`src/rtl/stf_pkg.sv`:
```
// ----------------------------------------------------------------------------
// Similarity transform fit package
// Shared types, constants and the solve sequencer program.
// ----------------------------------------------------------------------------
package stf_pkg;

   localparam int MaxPoints     = 128;
   localparam int CountWidth    = $clog2(MaxPoints + 1);
   localparam logic [CountWidth-1:0] CountFull = CountWidth'(MaxPoints);
   localparam int CoordWidth    = 24;
   localparam int SumWidth      = 40;
   localparam int MomentWidth   = 64;
   localparam int WideWidth     = 128;
   localparam int CfgWidth      = 13;
   localparam int CoefWidth     = 32;
   localparam int DivCountWidth = 8;
   localparam int ScaleDivBits  = 38;
   localparam int SolveDivBits  = 128;
   localparam int PcWidth       = 6;
   localparam logic [PcWidth-1:0] PcItemEnd = 6'd12;

   localparam logic [1:0] RegCropWidth      = 2'd0;
   localparam logic [1:0] RegCropHeight     = 2'd1;
   localparam logic [1:0] RegTemplateWidth  = 2'd2;
   localparam logic [1:0] RegTemplateHeight = 2'd3;

   typedef enum logic [1:0] {
      STATUS_OK      = 2'd0,
      STATUS_ZERO_SQ = 2'd1,
      STATUS_ZERO_R  = 2'd2
   } status_type;

   typedef enum logic [2:0] {
      OP_LOAD, OP_MAC, OP_STORE, OP_ITEM_END, OP_CHECK_A, OP_CHECK_D, OP_DIV, OP_EMIT
   } op_kind_type;

   typedef enum logic [3:0] {
      SRC_ZERO, SRC_TX, SRC_TY, SRC_DX, SRC_DY, SRC_N, SRC_SQ, SRC_DOT, SRC_CROSS,
      SRC_STX, SRC_STY, SRC_SDX, SRC_SDY
   } src_type;

   typedef enum logic [2:0] {
      DST_SQ, DST_DOT, DST_CROSS, DST_DEN, DST_A, DST_B, DST_C, DST_D
   } dst_type;

   typedef enum logic [3:0] {
      S_IDLE, S_SCALE_MUL, S_SCALE_DIV, S_SCALE_WAIT, S_ACCUM, S_FETCH, S_MAC_WAIT,
      S_DIV_WAIT, S_ROUND, S_SAT, S_EMIT
   } state_type;

   typedef struct packed {
      op_kind_type kind;
      src_type     src_a;
      src_type     src_b;
      logic        neg;
      dst_type     dst;
      logic        shift16;
   } uop_type;

   typedef struct packed {
      logic [CfgWidth-1:0] out_width;
      logic [CfgWidth-1:0] out_height;
      logic [CfgWidth-1:0] template_width;
      logic [CfgWidth-1:0] template_height;
   } cfg_type;

   typedef struct packed {
      logic       latch_item;
      logic       scale_mul;
      logic       scale_axis;
      logic       scale_div;
      logic       scale_store;
      logic       accum;
      logic       mac_load;
      logic       mac_start;
      src_type    src_a;
      src_type    src_b;
      logic       neg;
      logic       store;
      dst_type    dst;
      logic       solve_div;
      logic       shift16;
      logic       round;
      logic       coef_store;
      logic       set_status;
      status_type status;
      logic       emit;
   } cmd_type;

   typedef struct packed {
      logic div_busy;
      logic mac_busy;
      logic a_zero;
      logic d_zero;
      logic count_full;
      logic last_point;
      logic out_free;
   } stat_type;

   function automatic uop_type mk(op_kind_type kind, src_type a, src_type b, logic neg,
                                  dst_type dst, logic sh);
      uop_type u;
      u.kind    = kind;
      u.src_a   = a;
      u.src_b   = b;
      u.neg     = neg;
      u.dst     = dst;
      u.shift16 = sh;
      return u;
   endfunction

   function automatic uop_type prog_op(input logic [PcWidth-1:0] pc);
      uop_type u;
      case (pc)
         6'd0:  u = mk(OP_LOAD, SRC_SQ, SRC_ZERO, 1'b0, DST_SQ, 1'b0);
         6'd1:  u = mk(OP_MAC, SRC_TX, SRC_TX, 1'b0, DST_SQ, 1'b0);
         6'd2:  u = mk(OP_MAC, SRC_TY, SRC_TY, 1'b0, DST_SQ, 1'b0);
         6'd3:  u = mk(OP_STORE, SRC_ZERO, SRC_ZERO, 1'b0, DST_SQ, 1'b0);
         6'd4:  u = mk(OP_LOAD, SRC_DOT, SRC_ZERO, 1'b0, DST_DOT, 1'b0);
         6'd5:  u = mk(OP_MAC, SRC_TX, SRC_DX, 1'b0, DST_DOT, 1'b0);
         6'd6:  u = mk(OP_MAC, SRC_TY, SRC_DY, 1'b0, DST_DOT, 1'b0);
         6'd7:  u = mk(OP_STORE, SRC_ZERO, SRC_ZERO, 1'b0, DST_DOT, 1'b0);
         6'd8:  u = mk(OP_LOAD, SRC_CROSS, SRC_ZERO, 1'b0, DST_CROSS, 1'b0);
         6'd9:  u = mk(OP_MAC, SRC_DY, SRC_TX, 1'b0, DST_CROSS, 1'b0);
         6'd10: u = mk(OP_MAC, SRC_DX, SRC_TY, 1'b1, DST_CROSS, 1'b0);
         6'd11: u = mk(OP_STORE, SRC_ZERO, SRC_ZERO, 1'b0, DST_CROSS, 1'b0);
         6'd12: u = mk(OP_ITEM_END, SRC_ZERO, SRC_ZERO, 1'b0, DST_SQ, 1'b0);
         6'd13: u = mk(OP_CHECK_A, SRC_ZERO, SRC_ZERO, 1'b0, DST_SQ, 1'b0);
         6'd14: u = mk(OP_LOAD, SRC_ZERO, SRC_ZERO, 1'b0, DST_DEN, 1'b0);
         6'd15: u = mk(OP_MAC, SRC_N, SRC_SQ, 1'b0, DST_DEN, 1'b0);
         6'd16: u = mk(OP_MAC, SRC_STX, SRC_STX, 1'b1, DST_DEN, 1'b0);
         6'd17: u = mk(OP_MAC, SRC_STY, SRC_STY, 1'b1, DST_DEN, 1'b0);
         6'd18: u = mk(OP_STORE, SRC_ZERO, SRC_ZERO, 1'b0, DST_DEN, 1'b0);
         6'd19: u = mk(OP_CHECK_D, SRC_ZERO, SRC_ZERO, 1'b0, DST_DEN, 1'b0);
         6'd20: u = mk(OP_LOAD, SRC_ZERO, SRC_ZERO, 1'b0, DST_A, 1'b0);
         6'd21: u = mk(OP_MAC, SRC_N, SRC_DOT, 1'b0, DST_A, 1'b0);
         6'd22: u = mk(OP_MAC, SRC_STX, SRC_SDX, 1'b1, DST_A, 1'b0);
         6'd23: u = mk(OP_MAC, SRC_STY, SRC_SDY, 1'b1, DST_A, 1'b0);
         6'd24: u = mk(OP_DIV, SRC_ZERO, SRC_ZERO, 1'b0, DST_A, 1'b1);
         6'd25: u = mk(OP_LOAD, SRC_ZERO, SRC_ZERO, 1'b0, DST_B, 1'b0);
         6'd26: u = mk(OP_MAC, SRC_N, SRC_CROSS, 1'b0, DST_B, 1'b0);
         6'd27: u = mk(OP_MAC, SRC_STY, SRC_SDX, 1'b0, DST_B, 1'b0);
         6'd28: u = mk(OP_MAC, SRC_STX, SRC_SDY, 1'b1, DST_B, 1'b0);
         6'd29: u = mk(OP_DIV, SRC_ZERO, SRC_ZERO, 1'b0, DST_B, 1'b1);
         6'd30: u = mk(OP_LOAD, SRC_ZERO, SRC_ZERO, 1'b0, DST_C, 1'b0);
         6'd31: u = mk(OP_MAC, SRC_SQ, SRC_SDX, 1'b0, DST_C, 1'b0);
         6'd32: u = mk(OP_MAC, SRC_STX, SRC_DOT, 1'b1, DST_C, 1'b0);
         6'd33: u = mk(OP_MAC, SRC_STY, SRC_CROSS, 1'b0, DST_C, 1'b0);
         6'd34: u = mk(OP_DIV, SRC_ZERO, SRC_ZERO, 1'b0, DST_C, 1'b0);
         6'd35: u = mk(OP_LOAD, SRC_ZERO, SRC_ZERO, 1'b0, DST_D, 1'b0);
         6'd36: u = mk(OP_MAC, SRC_SQ, SRC_SDY, 1'b0, DST_D, 1'b0);
         6'd37: u = mk(OP_MAC, SRC_STY, SRC_DOT, 1'b1, DST_D, 1'b0);
         6'd38: u = mk(OP_MAC, SRC_STX, SRC_CROSS, 1'b1, DST_D, 1'b0);
         6'd39: u = mk(OP_DIV, SRC_ZERO, SRC_ZERO, 1'b0, DST_D, 1'b0);
         default: u = mk(OP_EMIT, SRC_ZERO, SRC_ZERO, 1'b0, DST_SQ, 1'b0);
      endcase
      return u;
   endfunction

endpackage

```
`src/rtl/stf_csr.sv`:
```
// ----------------------------------------------------------------------------
// Similarity transform fit configuration registers
// APB-style register file holding the crop and template sizes.
// ----------------------------------------------------------------------------
module stf_csr (
   input  logic                  clock,
   input  logic                  reset,
   input  logic                  csr_psel,
   input  logic                  csr_penable,
   input  logic                  csr_pwrite,
   input  logic [3:0]            csr_paddr,
   input  logic [31:0]           csr_pwdata,
   output logic [31:0]           csr_prdata,
   output logic                  csr_pready,
   output stf_pkg::cfg_type      cfg
);

   stf_pkg::cfg_type cfg_ff;
   stf_pkg::cfg_type cfg_in;
   logic             wr_en;
   logic [stf_pkg::CfgWidth-1:0] wr_val;
   logic [stf_pkg::CfgWidth-1:0] rd_val;

   assign wr_en  = csr_psel && csr_penable && csr_pwrite;
   assign wr_val = csr_pwdata[stf_pkg::CfgWidth-1:0];

   always_comb begin
      cfg_in = cfg_ff;
      if (wr_en) begin
         case (csr_paddr[3:2])
            stf_pkg::RegCropWidth:      cfg_in.out_width       = wr_val;
            stf_pkg::RegCropHeight:     cfg_in.out_height      = wr_val;
            stf_pkg::RegTemplateWidth:  cfg_in.template_width  = wr_val;
            stf_pkg::RegTemplateHeight: cfg_in.template_height = wr_val;
            default:                    cfg_in = cfg_ff;
         endcase
      end
   end

   always_comb begin
      case (csr_paddr[3:2])
         stf_pkg::RegCropWidth:      rd_val = cfg_ff.out_width;
         stf_pkg::RegCropHeight:     rd_val = cfg_ff.out_height;
         stf_pkg::RegTemplateWidth:  rd_val = cfg_ff.template_width;
         stf_pkg::RegTemplateHeight: rd_val = cfg_ff.template_height;
         default:                    rd_val = '0;
      endcase
   end

   always_ff @(posedge clock) begin
      if (reset) begin
         cfg_ff.out_width       <= 13'd256;
         cfg_ff.out_height      <= 13'd256;
         cfg_ff.template_width  <= 13'd256;
         cfg_ff.template_height <= 13'd256;
      end else begin
         cfg_ff <= cfg_in;
      end
   end

   assign csr_prdata = {{(32 - stf_pkg::CfgWidth){1'b0}}, rd_val};
   assign csr_pready = 1'b1;
   assign cfg        = cfg_ff;

endmodule

```
`config.mk`:
```
export PLATFORM = sky130hd
export DESIGN_NAME = stf_csr
export DESIGN_NICKNAME = d
export VERILOG_FILES = /design/src/rtl/stf_pkg.sv /design/src/rtl/stf_csr.sv
export SDC_FILE = /design/constraint.sdc
export NUM_CORES = 1
export LEC_CHECK = 0
export ABC_AREA = 1
export BUFFER_PORTS_ARGS = -buffer_cell sky130_fd_sc_hd__clkbuf_2
export CAP_MARGIN = 10
export CORE_MARGIN = 2
export CORE_UTILIZATION = 40
export DETAILED_ROUTE_END_ITERATION = 10
export HOLD_SLACK_MARGIN = 0.03
export PLACE_DENSITY = 0.71
export SYNTH_ARGS = -nofsm -noshare
export SYNTH_HDL_FRONTEND = slang
export SYNTH_SLANG_ARGS = --single-unit
```
`constraint.sdc`:
```
create_clock -name clock -period 2.4 [get_ports clock]
set_input_delay 0.24 -clock clock [delete_from_list [all_inputs] [get_ports clock]]
set_output_delay 0.24 -clock clock [all_outputs]
set_load 0.01 [all_outputs]
```
==> impl_metrics.env <==
export IMPL_status="completed"
export IMPL_cp_slowest_cell="inv_1"
export IMPL_ys_types=13
export IMPL_multi_input_area_um2=1260
export IMPL_fin_crit_sh_pct=64.4
export IMPL_fin_nets=515
export IMPL_start_util_pct=40.7
export IMPL_synth_top_cell_area_share_pct=40.7
export IMPL_cts_made_buffers=5
export IMPL_finalSetupViolCount=0
export IMPL_clk_path_buf_depth=2
export IMPL_crit_chain="clkbuf_2 > nand2_1 > inv_1 > buf_12 > nand2_1 > nand4_1 > clkbuf_2"
export IMPL_cp_data_required_time_ns=2.16
export IMPL_crit_type="input pin to output pin"
export IMPL_synth_top_family_by_area="simple AND/OR/NAND/NOR gates"
export IMPL_synth_warnings=0
export IMPL_path_buf_inv=4
export IMPL_route_met3_wl_um=406
export IMPL_setup_tns_ns=0
export IMPL_largest_reg_flops=52
export IMPL_regArea_um2=1040
export IMPL_antenna_found_initial=0
export IMPL_syn_inst=396
export IMPL_cts_hold_buf=0
export IMPL_path_clk_slew_ns=0.09
export IMPL_drive_gt1_share_pct=22.5
export IMPL_routedWlPerCell_um=12.1
export IMPL_overflow=0
export IMPL_final_cell_mix="nand2_1, nor2_1, clkbuf_2"
export IMPL_grt_pass1_wl_um=10900
export IMPL_cts_root_buffer="clkbuf_8"
export IMPL_cts_sinks=52
export IMPL_h_tree_depth=2
export IMPL_max_vdd_ir_drop_mv=0.452
export IMPL_drv_cap=0
export IMPL_synth_fa_ha_area_share_pct=0
export IMPL_final_setup_skew_ns=0
export IMPL_die_w_um=83.9
export IMPL_drt_iter0_markers=106
export IMPL_cts_setup_buffers=0
export IMPL_synthMuxAreaShare_pct=0
export IMPL_die_h_um=83.9
export IMPL_finalMaxSlewViolations=0
export IMPL_top_layer="met4"
export IMPL_num_vias=2639
export IMPL_hold_path_class="input pin to flip-flop"
export IMPL_period_needed_ns=1.54
export IMPL_synth_area_leader_cell="dfxtp_1"
export IMPL_rows=29
export IMPL_worstPathArrival_ns=1.30
export IMPL_slew_headroom_pct=57.3
export IMPL_hold_viol=0
export IMPL_clk_latency_ns=0.30
export IMPL_wl_um=6700
export IMPL_core_area_um2=6280
export IMPL_ys_seq_area_share_pct=40.7
export IMPL_p_leak_uw=0.00151
export IMPL_dp_hpwl_um=4580
export IMPL_final_common_cell="nand2_1"
export IMPL_pre_cts_ws_ns=0.823
export IMPL_via_per_inst=4.78
export IMPL_grt_util_all_layers_pct=18.9
export IMPL_tightest_slew_ns=0.638
export IMPL_dr_pass1_iters=4
export IMPL_cp_slowest_stage_delay_ns=0.34
export IMPL_rsz0062_at_grt="no"
export IMPL_path_max_fanout=15
export IMPL_final_util_pct=48.8
export IMPL_syn_avg_cell_area_um2=6.46
export IMPL_drt_met1_wl_um=2910
export IMPL_ant_nets=0
export IMPL_ys_ff_latch=52
export IMPL_syn_to_final_growth_pct=19.9
export IMPL_critPathCaptureType="output pin"
export IMPL_met2_length_um=3310
export IMPL_portBuffers=84
export IMPL_tritoncts="built"
export IMPL_die_area_um2=7050
export IMPL_timing_hold_ws_ns=0.211
export IMPL_cts_resized=0
export IMPL_finalWorstSetupSlack_ns=0.855
export IMPL_max_freq_ghz=0.647
export IMPL_synthXorXnorAreaFrac_pct=0
export IMPL_n_fill_cell=675
export IMPL_grt_pass1_vias=2335
export IMPL_critPathTopFamily="buffers and inverters"
export IMPL_gp_congestion=0.776
export IMPL_antenna_cells=0
export IMPL_grt_max_degree=53
export IMPL_io_pins=126
export IMPL_synth_area_leaders="dfxtp_1, nand2_1, nor2_1"
export IMPL_synth_compound_area_share_pct=0.783
export IMPL_critPathLaunchType="input pin"
export IMPL_syn_area_um2=2560
export IMPL_p_per_area_nw_per_um2=530
export IMPL_synthSimpleGateAreaFrac_pct=45.0
export IMPL_p_total_uw=1620
export IMPL_drc_errors=0
[metrics by stage]
stage	area, um^2	cells
finish	3070	552
detailed placement	2970	544
global route	3070	552
global placement	2970	544
CTS	3070	552
floorplan	2620	414
[worst register-to-register path, delay by kind of cell (launching register included)]
family             cells  cell delay [ns]
and+or+nand+nor        1             0.09
DFF                    1             0.34
AOI/OAI and AO/OA      1             0.08
[worst paths after layout]
| kind | startpoint | to | slack [ns] | cells past startpoint |
|---|---|---|---|---|
| worst max-delay path | csr_paddr[3] | csr_prdata[4] | 0.86 | 7 |
| worst min-delay path | csr_pwdata[8] | cfg[21] | 0.21 | 3 |
| worst max register to register | cfg[47] | cfg[47] | 1.76 | 2 |
| worst min register to register | cfg[12] | cfg[12] | 0.50 | 2 |
[routing by layer]
layer,vias to the layer above,GRT usage (%)
met5,-,0
met4,0,5.87
met3,7,3.17
met2,87,34.6
met1,1196,22.4
li1,1349,-
[final cells by class]
type	count	share of cell area [%]
repair buffers	95	16.8
clock buffers	6	2.69
well taps	77	3.14
flip-flops and latches	52	34.0
multi-input cells	303	41.0
inverters	17	2.08
clock inverters	2	0.327
[report_power, final]
| group | internal (uW) | leakage (uW) | switching [uW] |
|---|---|---|---|
| registers | 881 | 0.000421 | 15.3 |
| logic | 71.9 | 0.00103 | 146 |
| clock network | 231 | 0.0000510 | 279 |
[cell usage after synthesis]
cell type	number
buf_2	8
buf_4	28
clkbuf_1	6
clkinv_1	1
conb_1	2
dfxtp_1	52
inv_1	16
nand2_1	109
nand3_1	53
nand4_1	13
nor2_1	102
nor2_2	2
o21ai_0	4
[cells by family (layout without fill, tap and decap cells)]
kind of cell	after synthesis	after routing
simple gates	279	279
buf+inv	59	120
other cells	2	20
flops	52	52
compound gates	4	4
No activity file was read; power rests on OpenSTA's default activity.
